`config.mk`:
```
export PLATFORM = sky130hd
export DESIGN_NAME = checked_integer_arith_unit
export DESIGN_NICKNAME = d
export VERILOG_FILES = /design/src/hdl/ciau_pkg.sv /design/src/hdl/checked_integer_arith_unit.sv
export VERILOG_INCLUDE_DIRS = /design/src /design/src/hdl
export SDC_FILE = /design/constraint.sdc
export NUM_CORES = 2
export LEC_CHECK = 0
export BUFFER_PORTS_ARGS = -buffer_cell sky130_fd_sc_hd__buf_2
export CAP_MARGIN = 20
export CORE_MARGIN = 3
export CORE_UTILIZATION = 41
export CTS_BUF_LIST = sky130_fd_sc_hd__clkbuf_4 sky130_fd_sc_hd__clkbuf_8
export CTS_CLUSTER_SIZE = 25
export DETAILED_ROUTE_END_ITERATION = 6
export PLACE_DENSITY = 0.54
export SLEW_MARGIN = 20
export SYNTH_ARGS = -nofsm -noshare
export SYNTH_HDL_FRONTEND = slang
export SYNTH_SLANG_ARGS = --single-unit
```
`constraint.sdc`:
```
create_clock -name clk -period 26.5 [get_ports clk]
set_input_delay 0 -clock clk [delete_from_list [all_inputs] [get_ports clk]]
set_output_delay 0 -clock clk [all_outputs]
set_load 0.03 [all_outputs]
```
`src/hdl/checked_integer_arith_unit_macros.svh`:
```
// Assertion macros for the checked integer arithmetic unit.
// Included by the top level; expects clk and rst_n in the including scope.
`ifndef CHECKED_INTEGER_ARITH_UNIT_MACROS_SVH
`define CHECKED_INTEGER_ARITH_UNIT_MACROS_SVH

// The consequent must hold in the same cycle as the antecedent.
`define CIAU_ASSERT_SAME(name, ante, cons) \
    name: assert property (@(posedge clk) disable iff (!rst_n) (ante) |-> (cons)) \
        else $error("checked_integer_arith_unit: same-cycle check failed");

// The consequent must hold in the cycle after the antecedent.
`define CIAU_ASSERT_NEXT(name, ante, cons) \
    name: assert property (@(posedge clk) disable iff (!rst_n) (ante) |=> (cons)) \
        else $error("checked_integer_arith_unit: next-cycle check failed");

`endif

```
`src/hdl/ciau_pkg.sv`:
```
// Shared types, codes and helper functions of the checked integer arithmetic unit.
// No dependencies; used by checked_integer_arith_unit.
`timescale 1ns / 1ps

package ciau_pkg;

    localparam int DATA_W = 64;
    localparam int CNT_W  = $clog2(DATA_W);

    localparam logic [DATA_W-1:0] MOST_NEGATIVE = {1'b1, {(DATA_W-1){1'b0}}};
    localparam logic [DATA_W-1:0] MINUS_ONE     = {DATA_W{1'b1}};
    localparam logic [DATA_W-1:0] ONE           = {{(DATA_W-1){1'b0}}, 1'b1};

    typedef logic [1:0] mode_t;
    localparam mode_t MODE_SUB = 2'd0;
    localparam mode_t MODE_DIV = 2'd1;
    localparam mode_t MODE_MOD = 2'd2;
    localparam mode_t MODE_POW = 2'd3;

    typedef logic [1:0] status_t;
    localparam status_t ST_EXACT    = 2'd0;
    localparam status_t ST_DIV_ZERO = 2'd1;
    localparam status_t ST_NOT_INT  = 2'd2;

    typedef enum logic [3:0] {
        S_IDLE,
        S_START,
        S_DIV_LOOP,
        S_DIV_FIX,
        S_POW_STEP,
        S_POW_SHIFT,
        S_MUL_LOOP,
        S_MUL_END,
        S_DONE
    } state_t;

    // Two's-complement negation.
    function automatic logic [DATA_W-1:0] neg64(input logic [DATA_W-1:0] x);
        neg64 = ~x + ONE;
    endfunction

    // Unsigned magnitude of a signed word; the most negative value maps to 2^63.
    function automatic logic [DATA_W-1:0] mag64(input logic [DATA_W-1:0] x);
        mag64 = x[DATA_W-1] ? neg64(x) : x;
    endfunction

endpackage

```
`src/hdl/checked_integer_arith_unit.sv`:
```
// Top level of the checked signed 64-bit integer arithmetic unit.
// Depends on ciau_pkg and on checked_integer_arith_unit_macros.svh for assertions.
`timescale 1ns / 1ps
`include "checked_integer_arith_unit_macros.svh"

// The unit takes one transaction at a time: a mode (subtract, divide, modulo
// or power) and two signed 64-bit operands, and returns one transaction with a
// 64-bit value and a status (exact, division by zero, or result not a 64-bit
// integer). Subtraction, the divide steps and the multiply additions share a
// single 65-bit add/subtract unit that a small sequencer reuses: divide and
// modulo run a restoring shift-subtract loop, and power runs exponentiation by
// squaring where every multiply is a shift-add loop with overflow detection.
// Subtract and the trivial divide and modulo cases go from the start state
// straight to the result; a real divide or modulo first runs the 64 steps of
// the shift-subtract loop. Power handles the exponent bits one at a time, with
// one multiply for each set bit and one squaring while bits remain; a multiply
// steps through the bits of the multiplier magnitude and stops early as soon
// as overflow is seen, so large bases finish quickly. The input is not ready
// while a transaction is in progress; a finished result sits in an output
// register, so the next input is taken while that result waits to be read.

module checked_integer_arith_unit (
    input  logic                clk,
    input  logic                rst_n,
    input  logic                in_valid,
    output logic                in_ready,
    input  logic [1:0]          mode,
    input  logic signed [63:0]  left_operand,
    input  logic signed [63:0]  right_operand,
    output logic                out_valid,
    input  logic                out_ready,
    output logic signed [63:0]  value,
    output logic [1:0]          status
);

    localparam int W = ciau_pkg::DATA_W;
    localparam logic [ciau_pkg::CNT_W-1:0] DIV_LAST = ciau_pkg::CNT_W'(W - 1);
    localparam logic [ciau_pkg::CNT_W-1:0] CNT_STEP = {{(ciau_pkg::CNT_W-1){1'b0}}, 1'b1};

    // Control state.
    ciau_pkg::state_t state_reg, state_next;
    logic             out_valid_reg, out_valid_next;

    // Operand and working registers.
    ciau_pkg::mode_t  mode_reg, mode_next;
    logic [W-1:0]     opa_reg, opa_next;      // left operand, later the running base
    logic [W-1:0]     opb_reg, opb_next;      // right operand, later the exponent
    logic [W-1:0]     acc_reg, acc_next;      // power accumulator
    logic [W-1:0]     mx_reg, mx_next;        // multiplicand or divisor
    logic [W-1:0]     my_reg, my_next;        // multiplier or dividend/quotient
    logic [W-1:0]     mp_reg, mp_next;        // product or partial remainder
    logic             xo_reg, xo_next;        // multiplicand has grown past 64 bits
    logic             neg_reg, neg_next;      // sign to apply to the result
    logic             tgt_acc_reg, tgt_acc_next;
    logic [ciau_pkg::CNT_W-1:0] cnt_reg, cnt_next;

    // Pending result and output registers.
    logic [W-1:0]       res_value_reg, res_value_next;
    ciau_pkg::status_t  res_status_reg, res_status_next;
    logic [W-1:0]       value_reg, value_next;
    ciau_pkg::status_t  status_reg, status_next;

    // Shared add/subtract unit.
    logic [W-1:0] alu_a;
    logic [W-1:0] alu_b;
    logic         alu_sub;
    logic [W:0]   alu_sum;

    logic [W-1:0] rem_shift;
    logic [W-1:0] exp_shift;
    logic         over_limit;

    assign rem_shift = {mp_reg[W-2:0], my_reg[W-1]};
    assign exp_shift = opb_reg >> 1;
    // A negative product may reach 2^63 in magnitude, a positive one only 2^63 - 1.
    assign over_limit = neg_reg ? (mp_reg > ciau_pkg::MOST_NEGATIVE) : mp_reg[W-1];

    always_comb
    begin
        case (state_reg)
            ciau_pkg::S_START:
            begin
                alu_a   = opa_reg;
                alu_b   = opb_reg;
                alu_sub = 1'b1;
            end
            ciau_pkg::S_DIV_LOOP:
            begin
                alu_a   = rem_shift;
                alu_b   = mx_reg;
                alu_sub = 1'b1;
            end
            ciau_pkg::S_MUL_LOOP:
            begin
                alu_a   = mp_reg;
                alu_b   = mx_reg;
                alu_sub = 1'b0;
            end
            default:
            begin
                alu_a   = '0;
                alu_b   = '0;
                alu_sub = 1'b0;
            end
        endcase
    end

    // On subtract the carry out is set when no borrow occurs.
    assign alu_sum = {1'b0, alu_a} + {1'b0, (alu_sub ? ~alu_b : alu_b)} + (W+1)'(alu_sub);

    assign in_ready  = (state_reg == ciau_pkg::S_IDLE);
    assign out_valid = out_valid_reg;
    assign value     = $signed(value_reg);
    assign status    = status_reg;

    always_comb
    begin
        state_next      = state_reg;
        out_valid_next  = out_valid_reg && !out_ready;
        mode_next       = mode_reg;
        opa_next        = opa_reg;
        opb_next        = opb_reg;
        acc_next        = acc_reg;
        mx_next         = mx_reg;
        my_next         = my_reg;
        mp_next         = mp_reg;
        xo_next         = xo_reg;
        neg_next        = neg_reg;
        tgt_acc_next    = tgt_acc_reg;
        cnt_next        = cnt_reg;
        res_value_next  = res_value_reg;
        res_status_next = res_status_reg;
        value_next      = value_reg;
        status_next     = status_reg;

        case (state_reg)
            ciau_pkg::S_IDLE:
            begin
                if (in_valid)
                begin
                    mode_next  = mode;
                    opa_next   = left_operand;
                    opb_next   = right_operand;
                    state_next = ciau_pkg::S_START;
                end
            end

            ciau_pkg::S_START:
            begin
                res_value_next  = '0;
                res_status_next = ciau_pkg::ST_EXACT;
                case (mode_reg)
                    ciau_pkg::MODE_SUB:
                    begin
                        // Overflow when the operand signs differ and the result sign
                        // differs from the minuend; the wrapped difference is kept.
                        res_value_next = alu_sum[W-1:0];
                        if ((opa_reg[W-1] != opb_reg[W-1]) && (alu_sum[W-1] != opa_reg[W-1]))
                        begin
                            res_status_next = ciau_pkg::ST_NOT_INT;
                        end
                        state_next = ciau_pkg::S_DONE;
                    end
                    ciau_pkg::MODE_DIV, ciau_pkg::MODE_MOD:
                    begin
                        mx_next  = ciau_pkg::mag64(opb_reg);
                        my_next  = ciau_pkg::mag64(opa_reg);
                        mp_next  = '0;
                        cnt_next = '0;
                        neg_next = (mode_reg == ciau_pkg::MODE_DIV)
                                   ? (opa_reg[W-1] ^ opb_reg[W-1]) : opa_reg[W-1];
                        if (opb_reg == '0)
                        begin
                            res_status_next = ciau_pkg::ST_DIV_ZERO;
                            state_next      = ciau_pkg::S_DONE;
                        end
                        else if (mode_reg == ciau_pkg::MODE_DIV
                                 && opa_reg == ciau_pkg::MOST_NEGATIVE
                                 && opb_reg == ciau_pkg::MINUS_ONE)
                        begin
                            res_status_next = ciau_pkg::ST_NOT_INT;
                            state_next      = ciau_pkg::S_DONE;
                        end
                        else if (mode_reg == ciau_pkg::MODE_MOD
                                 && opb_reg == ciau_pkg::MINUS_ONE)
                        begin
                            state_next = ciau_pkg::S_DONE;
                        end
                        else
                        begin
                            state_next = ciau_pkg::S_DIV_LOOP;
                        end
                    end
                    default:
                    begin
                        acc_next = ciau_pkg::ONE;
                        if (opb_reg[W-1])
                        begin
                            res_status_next = ciau_pkg::ST_NOT_INT;
                            state_next      = ciau_pkg::S_DONE;
                        end
                        else
                        begin
                            state_next = ciau_pkg::S_POW_STEP;
                        end
                    end
                endcase
            end

            ciau_pkg::S_DIV_LOOP:
            begin
                // Restoring division: one quotient bit per cycle, MSB first.
                if (alu_sum[W])
                begin
                    mp_next = alu_sum[W-1:0];
                end
                else
                begin
                    mp_next = rem_shift;
                end
                my_next  = {my_reg[W-2:0], alu_sum[W]};
                cnt_next = cnt_reg + CNT_STEP;
                if (cnt_reg == DIV_LAST)
                begin
                    state_next = ciau_pkg::S_DIV_FIX;
                end
            end

            ciau_pkg::S_DIV_FIX:
            begin
                res_value_next  = '0;
                res_status_next = ciau_pkg::ST_EXACT;
                if (mode_reg == ciau_pkg::MODE_DIV)
                begin
                    if (mp_reg != '0)
                    begin
                        res_status_next = ciau_pkg::ST_NOT_INT;
                    end
                    else
                    begin
                        res_value_next = neg_reg ? ciau_pkg::neg64(my_reg) : my_reg;
                    end
                end
                else
                begin
                    res_value_next = neg_reg ? ciau_pkg::neg64(mp_reg) : mp_reg;
                end
                state_next = ciau_pkg::S_DONE;
            end

            ciau_pkg::S_POW_STEP:
            begin
                if (opb_reg == '0)
                begin
                    res_value_next  = acc_reg;
                    res_status_next = ciau_pkg::ST_EXACT;
                    state_next      = ciau_pkg::S_DONE;
                end
                else if (opb_reg[0])
                begin
                    // Multiply the accumulator by the running base.
                    mx_next      = ciau_pkg::mag64(acc_reg);
                    my_next      = ciau_pkg::mag64(opa_reg);
                    mp_next      = '0;
                    xo_next      = 1'b0;
                    neg_next     = acc_reg[W-1] ^ opa_reg[W-1];
                    tgt_acc_next = 1'b1;
                    state_next   = ciau_pkg::S_MUL_LOOP;
                end
                else
                begin
                    state_next = ciau_pkg::S_POW_SHIFT;
                end
            end

            ciau_pkg::S_POW_SHIFT:
            begin
                opb_next = exp_shift;
                if (exp_shift != '0)
                begin
                    // Square the running base only while exponent bits remain.
                    mx_next      = ciau_pkg::mag64(opa_reg);
                    my_next      = ciau_pkg::mag64(opa_reg);
                    mp_next      = '0;
                    xo_next      = 1'b0;
                    neg_next     = 1'b0;
                    tgt_acc_next = 1'b0;
                    state_next   = ciau_pkg::S_MUL_LOOP;
                end
                else
                begin
                    state_next = ciau_pkg::S_POW_STEP;
                end
            end

            ciau_pkg::S_MUL_LOOP:
            begin
                if (my_reg == '0)
                begin
                    state_next = ciau_pkg::S_MUL_END;
                end
                else if (my_reg[0] && (xo_reg || alu_sum[W]))
                begin
                    // The product has reached 2^64 and cannot fit.
                    res_value_next  = '0;
                    res_status_next = ciau_pkg::ST_NOT_INT;
                    state_next      = ciau_pkg::S_DONE;
                end
                else
                begin
                    if (my_reg[0])
                    begin
                        mp_next = alu_sum[W-1:0];
                    end
                    mx_next = mx_reg << 1;
                    xo_next = xo_reg | mx_reg[W-1];
                    my_next = my_reg >> 1;
                end
            end

            ciau_pkg::S_MUL_END:
            begin
                if (over_limit)
                begin
                    res_value_next  = '0;
                    res_status_next = ciau_pkg::ST_NOT_INT;
                    state_next      = ciau_pkg::S_DONE;
                end
                else if (tgt_acc_reg)
                begin
                    acc_next   = neg_reg ? ciau_pkg::neg64(mp_reg) : mp_reg;
                    state_next = ciau_pkg::S_POW_SHIFT;
                end
                else
                begin
                    opa_next   = mp_reg;
                    state_next = ciau_pkg::S_POW_STEP;
                end
            end

            ciau_pkg::S_DONE:
            begin
                // Hand the result over once the output register is free.
                if (!out_valid_reg || out_ready)
                begin
                    value_next     = res_value_reg;
                    status_next    = res_status_reg;
                    out_valid_next = 1'b1;
                    state_next     = ciau_pkg::S_IDLE;
                end
            end

            default:
            begin
                state_next = ciau_pkg::S_IDLE;
            end
        endcase
    end

    always_ff @(posedge clk or negedge rst_n)
    begin
        if (!rst_n)
        begin
            state_reg     <= ciau_pkg::S_IDLE;
            out_valid_reg <= 1'b0;
        end
        else
        begin
            state_reg     <= state_next;
            out_valid_reg <= out_valid_next;
        end
    end

    always_ff @(posedge clk)
    begin
        mode_reg       <= mode_next;
        opa_reg        <= opa_next;
        opb_reg        <= opb_next;
        acc_reg        <= acc_next;
        mx_reg         <= mx_next;
        my_reg         <= my_next;
        mp_reg         <= mp_next;
        xo_reg         <= xo_next;
        neg_reg        <= neg_next;
        tgt_acc_reg    <= tgt_acc_next;
        cnt_reg        <= cnt_next;
        res_value_reg  <= res_value_next;
        res_status_reg <= res_status_next;
        value_reg      <= value_next;
        status_reg     <= status_next;
    end

    // An accepted transaction keeps the input closed in the following cycle.
    `CIAU_ASSERT_NEXT(a_busy_after_accept, in_valid && in_ready, !in_ready)
    // The partial remainder always stays below the divisor.
    `CIAU_ASSERT_SAME(a_rem_below_div, state_reg == ciau_pkg::S_DIV_LOOP, mp_reg < mx_reg)
    // A division by zero reports a zero value.
    `CIAU_ASSERT_SAME(a_div_zero_value, out_valid && status == ciau_pkg::ST_DIV_ZERO, value == '0)
    // Only the three defined status codes ever appear.
    `CIAU_ASSERT_SAME(a_status_code, out_valid, status <= ciau_pkg::ST_NOT_INT)

endmodule
```
Word-level counts from Yosys, hierarchy flattened
Cells that the tools add are included.

word-level totals
  flip-flop bits (word level) = 532
  bits of input ports = 134
  output and inout bits = 68
  word-level logic and storage cells = 208

operators by class
  add/subtract/negate cells = 8
  $lt $le $gt $ge = 1
  equality and inequality tests = 33
  multiplexer cells = 96
  bitwise gates (word level) = 9
  reductions and logical operators = 44

operator list
  operator                                                          count
  64-bit 2-to-1 mux                                                 39
  64-bit one-hot mux with 5 select lines                            3
  64-bit one-hot mux with 2 select lines                            4
  64-bit NOT                                                        6
  64-bit by 1-bit adder with 64-bit output (second input constant)  5
  64-bit one-hot mux with 4 select lines                            1
  64-bit one-hot mux with 3 select lines                            1
  64-bit == test (second input constant)                            2
  64-bit logical NOT                                                2
  64-bit nonzero test                                               2
  64-bit by 64-bit adder with 65-bit output                         1
  65-bit by 1-bit adder with 65-bit output                          1
  64-bit greater-than comparator (second input constant)            1
  4-bit 2-to-1 mux                                                  11
  4-bit one-hot mux with 9 select lines                             1
  2-bit inequality test (second input constant)                     17
  2-bit 2-to-1 mux                                                  12
  4-bit by 3-bit == test with 1-bit output (second input constant)  4
  1-bit 2-to-1 mux                                                  16
  4-bit AND reduction                                               4
  7-bit AND reduction                                               2
  6-bit one-hot mux with 2 select lines                             1
  2-bit one-hot mux with 5 select lines                             1
  5-bit AND reduction                                               2
  30 further kinds                                                  52

Logic depth before layout (Yosys ltp)
  word-level depth = 12
  gate-level depth with buffers = 22
  depth with buffers taken out = 17

Worst setup path after synthesis
OpenSTA, ideal clock, no wires.

  path type = register to register
  start point = reg state_reg[0]
  end point = reg res_status_reg[0] (enable)
  setup time = 842 ps
  arrival time = 14,875 ps
  data required time = 25,658 ps
  path slack = 10,783 ps
  cell stages (with the launch flop) = 21
  path buffers = 6
  period minus slack after synthesis = 15,717 ps
  cell sequence = dfrtp_1 clkbuf_1 nand2b_1 clkbuf_1 nor2_1 clkbuf_1 clkbuf_1 buf_1 a31oi_1 ha_1 clkbuf_1 nand2_1 o21ai_0 a211oi_1 or3_1 or4_1 o31ai_1 nor2_1 a21oi_1 o22ai_1 a2111oi_0

between the ends
  word-level cells in the longest chain between the ends = 11
  elaborated cells on any way between the ends = 23
  classes of those cells = add/sub (2); eq/ne (10); mux (4); bitwise (1); reduce/logical (6)

ends and longest elaborated chain
  element                                                                                               line                                                                 source
  from (decl)                                                                                           checked_integer_arith_unit.sv:41                                     ciau_pkg::state_t state_reg, state_next;
  from (signal assigned)                                                                                checked_integer_arith_unit.sv:364                                    state_reg <= ciau_pkg::S_IDLE;
  from (signal assigned)                                                                                checked_integer_arith_unit.sv:369                                    state_reg <= state_next;
  4-bit by 3-bit == test with 1-bit output or 4-bit by 2-bit == test with 1-bit output (tied branches)  checked_integer_arith_unit.sv:80, checked_integer_arith_unit.sv:136
  2-bit OR reduction (no line)                                                                          -
  64-bit one-hot mux with 2 select lines                                                                checked_integer_arith_unit.sv:80                                     case (state_reg)
  64-bit NOT                                                                                            checked_integer_arith_unit.sv:109                                    assign alu_sum = {1'b0, alu_a} + {1'b0, (alu_sub ? ~alu_b : alu_b)} + (W+1)'(alu_sub);
  64-bit 2-to-1 mux                                                                                     checked_integer_arith_unit.sv:109
  64-bit by 64-bit adder with 65-bit output                                                             checked_integer_arith_unit.sv:109
  65-bit by 1-bit adder with 65-bit output                                                              checked_integer_arith_unit.sv:109
  1-bit logical OR                                                                                      checked_integer_arith_unit.sv:302                                    else if (my_reg[0] && (xo_reg || alu_sum[W]))
  1-bit logical AND                                                                                     checked_integer_arith_unit.sv:302
  2-bit inequality test (no line)                                                                       -
  5-bit AND reduction (no line) (*)                                                                     -
  to (signal assigned)                                                                                  checked_integer_arith_unit.sv:388                                    res_status_reg <= res_status_next;
  to (decl)                                                                                             checked_integer_arith_unit.sv:59                                     ciau_pkg::status_t res_status_reg, res_status_next;

Every way passes the cells marked *; elsewhere a longest branch is shown, timed or not.
A chain may end at the register's enable or synchronous reset.

Final worst setup path
  start point = reg state_reg[1]
  end point = reg res_value_reg[59] (enable)

between the ends
  word-level cells in the longest chain between the ends = 11
  elaborated cells on any way between the ends = 23
  classes of those cells = add/sub (2); eq/ne (10); mux (4); bitwise (1); reduce/logical (6)

ends and longest elaborated chain
  element                                                                                               line                                                                 source
  4-bit by 3-bit == test with 1-bit output or 4-bit by 2-bit == test with 1-bit output (tied branches)  checked_integer_arith_unit.sv:80, checked_integer_arith_unit.sv:136
  2-bit OR reduction (no line)                                                                          -
  64-bit one-hot mux with 2 select lines                                                                checked_integer_arith_unit.sv:80
  64-bit NOT                                                                                            checked_integer_arith_unit.sv:109
  64-bit 2-to-1 mux                                                                                     checked_integer_arith_unit.sv:109
  64-bit by 64-bit adder with 65-bit output                                                             checked_integer_arith_unit.sv:109
  65-bit by 1-bit adder with 65-bit output                                                              checked_integer_arith_unit.sv:109
  1-bit logical OR                                                                                      checked_integer_arith_unit.sv:302
  1-bit logical AND                                                                                     checked_integer_arith_unit.sv:302
  2-bit inequality test (no line)                                                                       -
  5-bit AND reduction (no line) (*)                                                                     -
  to (signal assigned)                                                                                  checked_integer_arith_unit.sv:387                                    res_value_reg <= res_value_next;
  to (decl)                                                                                             checked_integer_arith_unit.sv:58                                     logic [W-1:0] res_value_reg, res_value_next;

Marks and branches as above.

==> impl_metrics.json <==
{
  "synth_compound_area_share_pct": 21.8,
  "gr-total-overflow": 0,
  "cp-end-kind": "flip-flop",
  "timing.final.crit_share_pct": 30.3,
  "crit_required_ns": 26.84,
  "worstReg2RegStart": "state_reg[1]",
  "drive_gt1_share_pct": 11.2,
  "dr_wl_met2_mm": 63.1,
  "yosys_warnings": 0,
  "synth_nets": 4315,
  "cts_made_buffers": 98,
  "path_class": "reg2reg",
  "post_drt_wl_per_cell_um": 28.9,
  "drt-initial-drc-count": 5319,
  "synth.most_common_cell": "nand2_1",
  "stdcell_area_um2": 41800,
  "fp.dieH_um": 304,
  "final_nets": 4502,
  "peakVddDrop_mv": 0.0751,
  "syn-cell-area_um2": 36400,
  "cp_cell_sequence": "nand2b_1, nor2_4, buf_4, buf_4, nand2_1, xnor2_1, o21ai_0, ha_1, nand2_1, nor2_1, nand2_1, or3_1, or4_1, o31ai_1, nor2_4, a21oi_1, o22ai_1, a2111oi_2, buf_4",
  "clock-sinks": 532,
  "ys_async_sr_fraction_pct": 0.940,
  "fin_setup_tns_ns": 0,
  "dpl.hpwl_mm": 120,
  "start_util_pct": 41.7,
  "maxSlewViolCount": 0,
  "areaGrowthSynthToFinish_pct": 14.8,
  "synth_simple_gate_area_share_pct": 18.0,
  "hold_viol": 0,
  "leakage_nw": 15.5,
  "core_um2": 87400,
  "nFillCells": 8473,
  "fin_util_pct": 47.8,
  "postCtsSetupBuffers": 0,
  "vias_per_cell": 6.24,
  "muxShareOfSynthArea_pct": 0.992,
  "dr.max_layer_used": "met5",
  "cp_top_family": "simple AND/OR/NAND/NOR gates",
  "yosysUniqueCellTypes": 84,
  "path_depth": 19,
  "worstSkewPairLatency_ns": 0.74,
  "placed_area_um2": 38400,
  "drc_errors": 0,
  "synth_area_leaders": "edfxtp_1, nand2_1, o21ai_0",
  "synth_commonest_cells": "nand2_1, edfxtp_1, o21ai_0",
  "ys_ff_latch": 532,
  "synthFlopType": "edfxtp_1",
  "htree_levels": 3,
  "slowest_stage": "dfrtp_1",
  "critPathBufInv": 3,
  "critical_path.max_stage_delay_ns": 0.79,
  "cp-start-kind": "flip-flop",
  "die_w_um": 304,
  "drv_cap": 0,
  "worstRegToRegCells": 19,
  "r2r_end": "res_value_reg[59]",
  "cts_tree": "built",
  "drt-total-wl_mm": 160,
  "avgSynthCellArea_um2": 8.88,
  "crit_fanout": 82,
  "max_freq_ghz": 0.124,
  "synth_fa_ha_area_share_pct": 2.60,
  "grt_start_max_net_pins": 169,
  "max-slew-margin-rel_pct": 22.7,
  "routabilityCongestion": 1.02,
  "placementRows": 108,
  "grt_pass1_wl_mm": 228,
  "met1_length_mm": 70.8,
  "ys_seq_area_share_pct": 43.8,
  "cp.arrival_ns": 8.38,
  "wl_met3_mm": 22.4,
  "startpoint": "state_reg[1]",
  "status": "complete, no violations",
  "grt_pass1_vias": 32000,
  "clk_pin_slew_worst_paths_ns": 0.06,
  "die-area_um2": 92500,
  "rrSetupSlack_ns": 18.46,
  "synth_top_area_cell": "edfxtp_1",
  "final_antenna_net_count": 0,
  "clockBufferDepth": 3,
  "cts_root_buffer": "clkbuf_8",
  "pin_count": 202,
  "drt_first_pass_iters": 7,
  "synth_top_family_by_area": "compound AO/OA/AOI/OAI gates",
  "whs_path_depth": 4,
  "synth_edf_count": 527,
  "hold_class": "in2reg",
  "num_vias": 34500,
  "power.density_nw_per_um2": 134,
  "synth_top_cell_area_share_pct": 43.4,
  "rsz0062_at_grt": "false",
  "period_needed_ns": 8.04,
  "synth_cells": 4106,
  "portBuffers": 201,
  "worst_pin_slew_ns": 1.15,
  "hold_ws_ns": 0.0757,
  "grt_usage_pct": 33.4,
  "setup_viol": 0,
  "synth-xor-area-share_pct": 9.04,
  "crit_path_end": "res_value_reg[59]",
  "skew_ns": 0.0423,
  "antenna_found_initial": 12
}
==> placed cells by master, fill, tap and decap left out, types with 137 or more instances in the layout <==
cell / n
a21oi_1: 225
xor2_1: 228
o21ai_0: 411
dlygate4sd3_1: 137
buf_2: 201
nor2_1: 212
a22oi_1: 144
edfxtp_1: 527
xnor2_1: 148
nand2_1: 847
==> cells by family (layout without fill, tap and decap cells) <==
family,after synthesis,after routing
compound gates,1251,1251
buf+inv,366,635
simple gates,1470,1470
other cells,0,2
xor+xnor,376,376
fa+ha+maj,75,75
mux,36,36
flops,532,532
==> worst min path at each step <==
stage                     slack (ns)         startpoint          end
after floorplan                -0.30              rst_n    out_valid
after global placement         -0.16              rst_n    out_valid
after detailed placement       -0.16              rst_n    out_valid
after CTS                       0.02  right_operand[30]  opb_reg[30]
after global routing            0.07  right_operand[30]  opb_reg[30]
final                           0.08  right_operand[26]  opb_reg[26]
==> area by class of cell <==
type	instances	area (um^2)	area share (%)
timing repair buffer	400	2880	6.87
clock buffer	126	1610	3.85
sequential	532	16000	38.1
inverter	53	201	0.482
multi-input combinational	3208	19300	46.1
antenna	2	5.00	0.0120
tap	1155	1450	3.46
clock inverter	56	443	1.06
==> through the flow <==
stage | power (mW) | setup WS (ns) | instances
3_5_place_dp | 4.59 | 18.67 | 5211
3_3_place_gp | 4.61 | 18.90 | 5210
5_1_grt | 5.83 | 17.89 | 5531
6_report | 5.60 | 18.46 | 5532
2_1_floorplan | 3.47 | 10.78 | 4106
4_1_cts | 5.46 | 18.66 | 5530
==> worst register-to-register path: stages (launching register included) <==
cell	delay, ns
dfrtp_1	0.79
nand2b_1	0.45
nor2_4	0.19
buf_4	0.56
buf_4	0.78
nand2_1	0.32
xnor2_1	0.20
o21ai_0	0.13
ha_1	0.42
nand2_1	0.13
nor2_1	0.30
nand2_1	0.11
or3_1	0.36
or4_1	0.43
o31ai_1	0.49
nor2_4	0.10
a21oi_1	0.56
o22ai_1	0.17
a2111oi_2	0.31
buf_4	0.73
==> report_power, final <==
group	internal, mW	switching (mW)	total (mW)
clock	0.458	0.383	0.841
sequential	1.43	0.521	1.95
combinational	0.832	1.98	2.81
==> timing repair <==
item,CTS,global route
endpoints found under the hold margin,144,0
resized for setup,0,0
hold buffers,137,0
==> layer usage <==
layer,GRT usage (%),up-vias
li1,-,15500
met1,51.1,16700
met2,45.2,2152
met3,10.4,197
met4,8.38,4
met5,0,-
(Power assumes the default switching activity.)
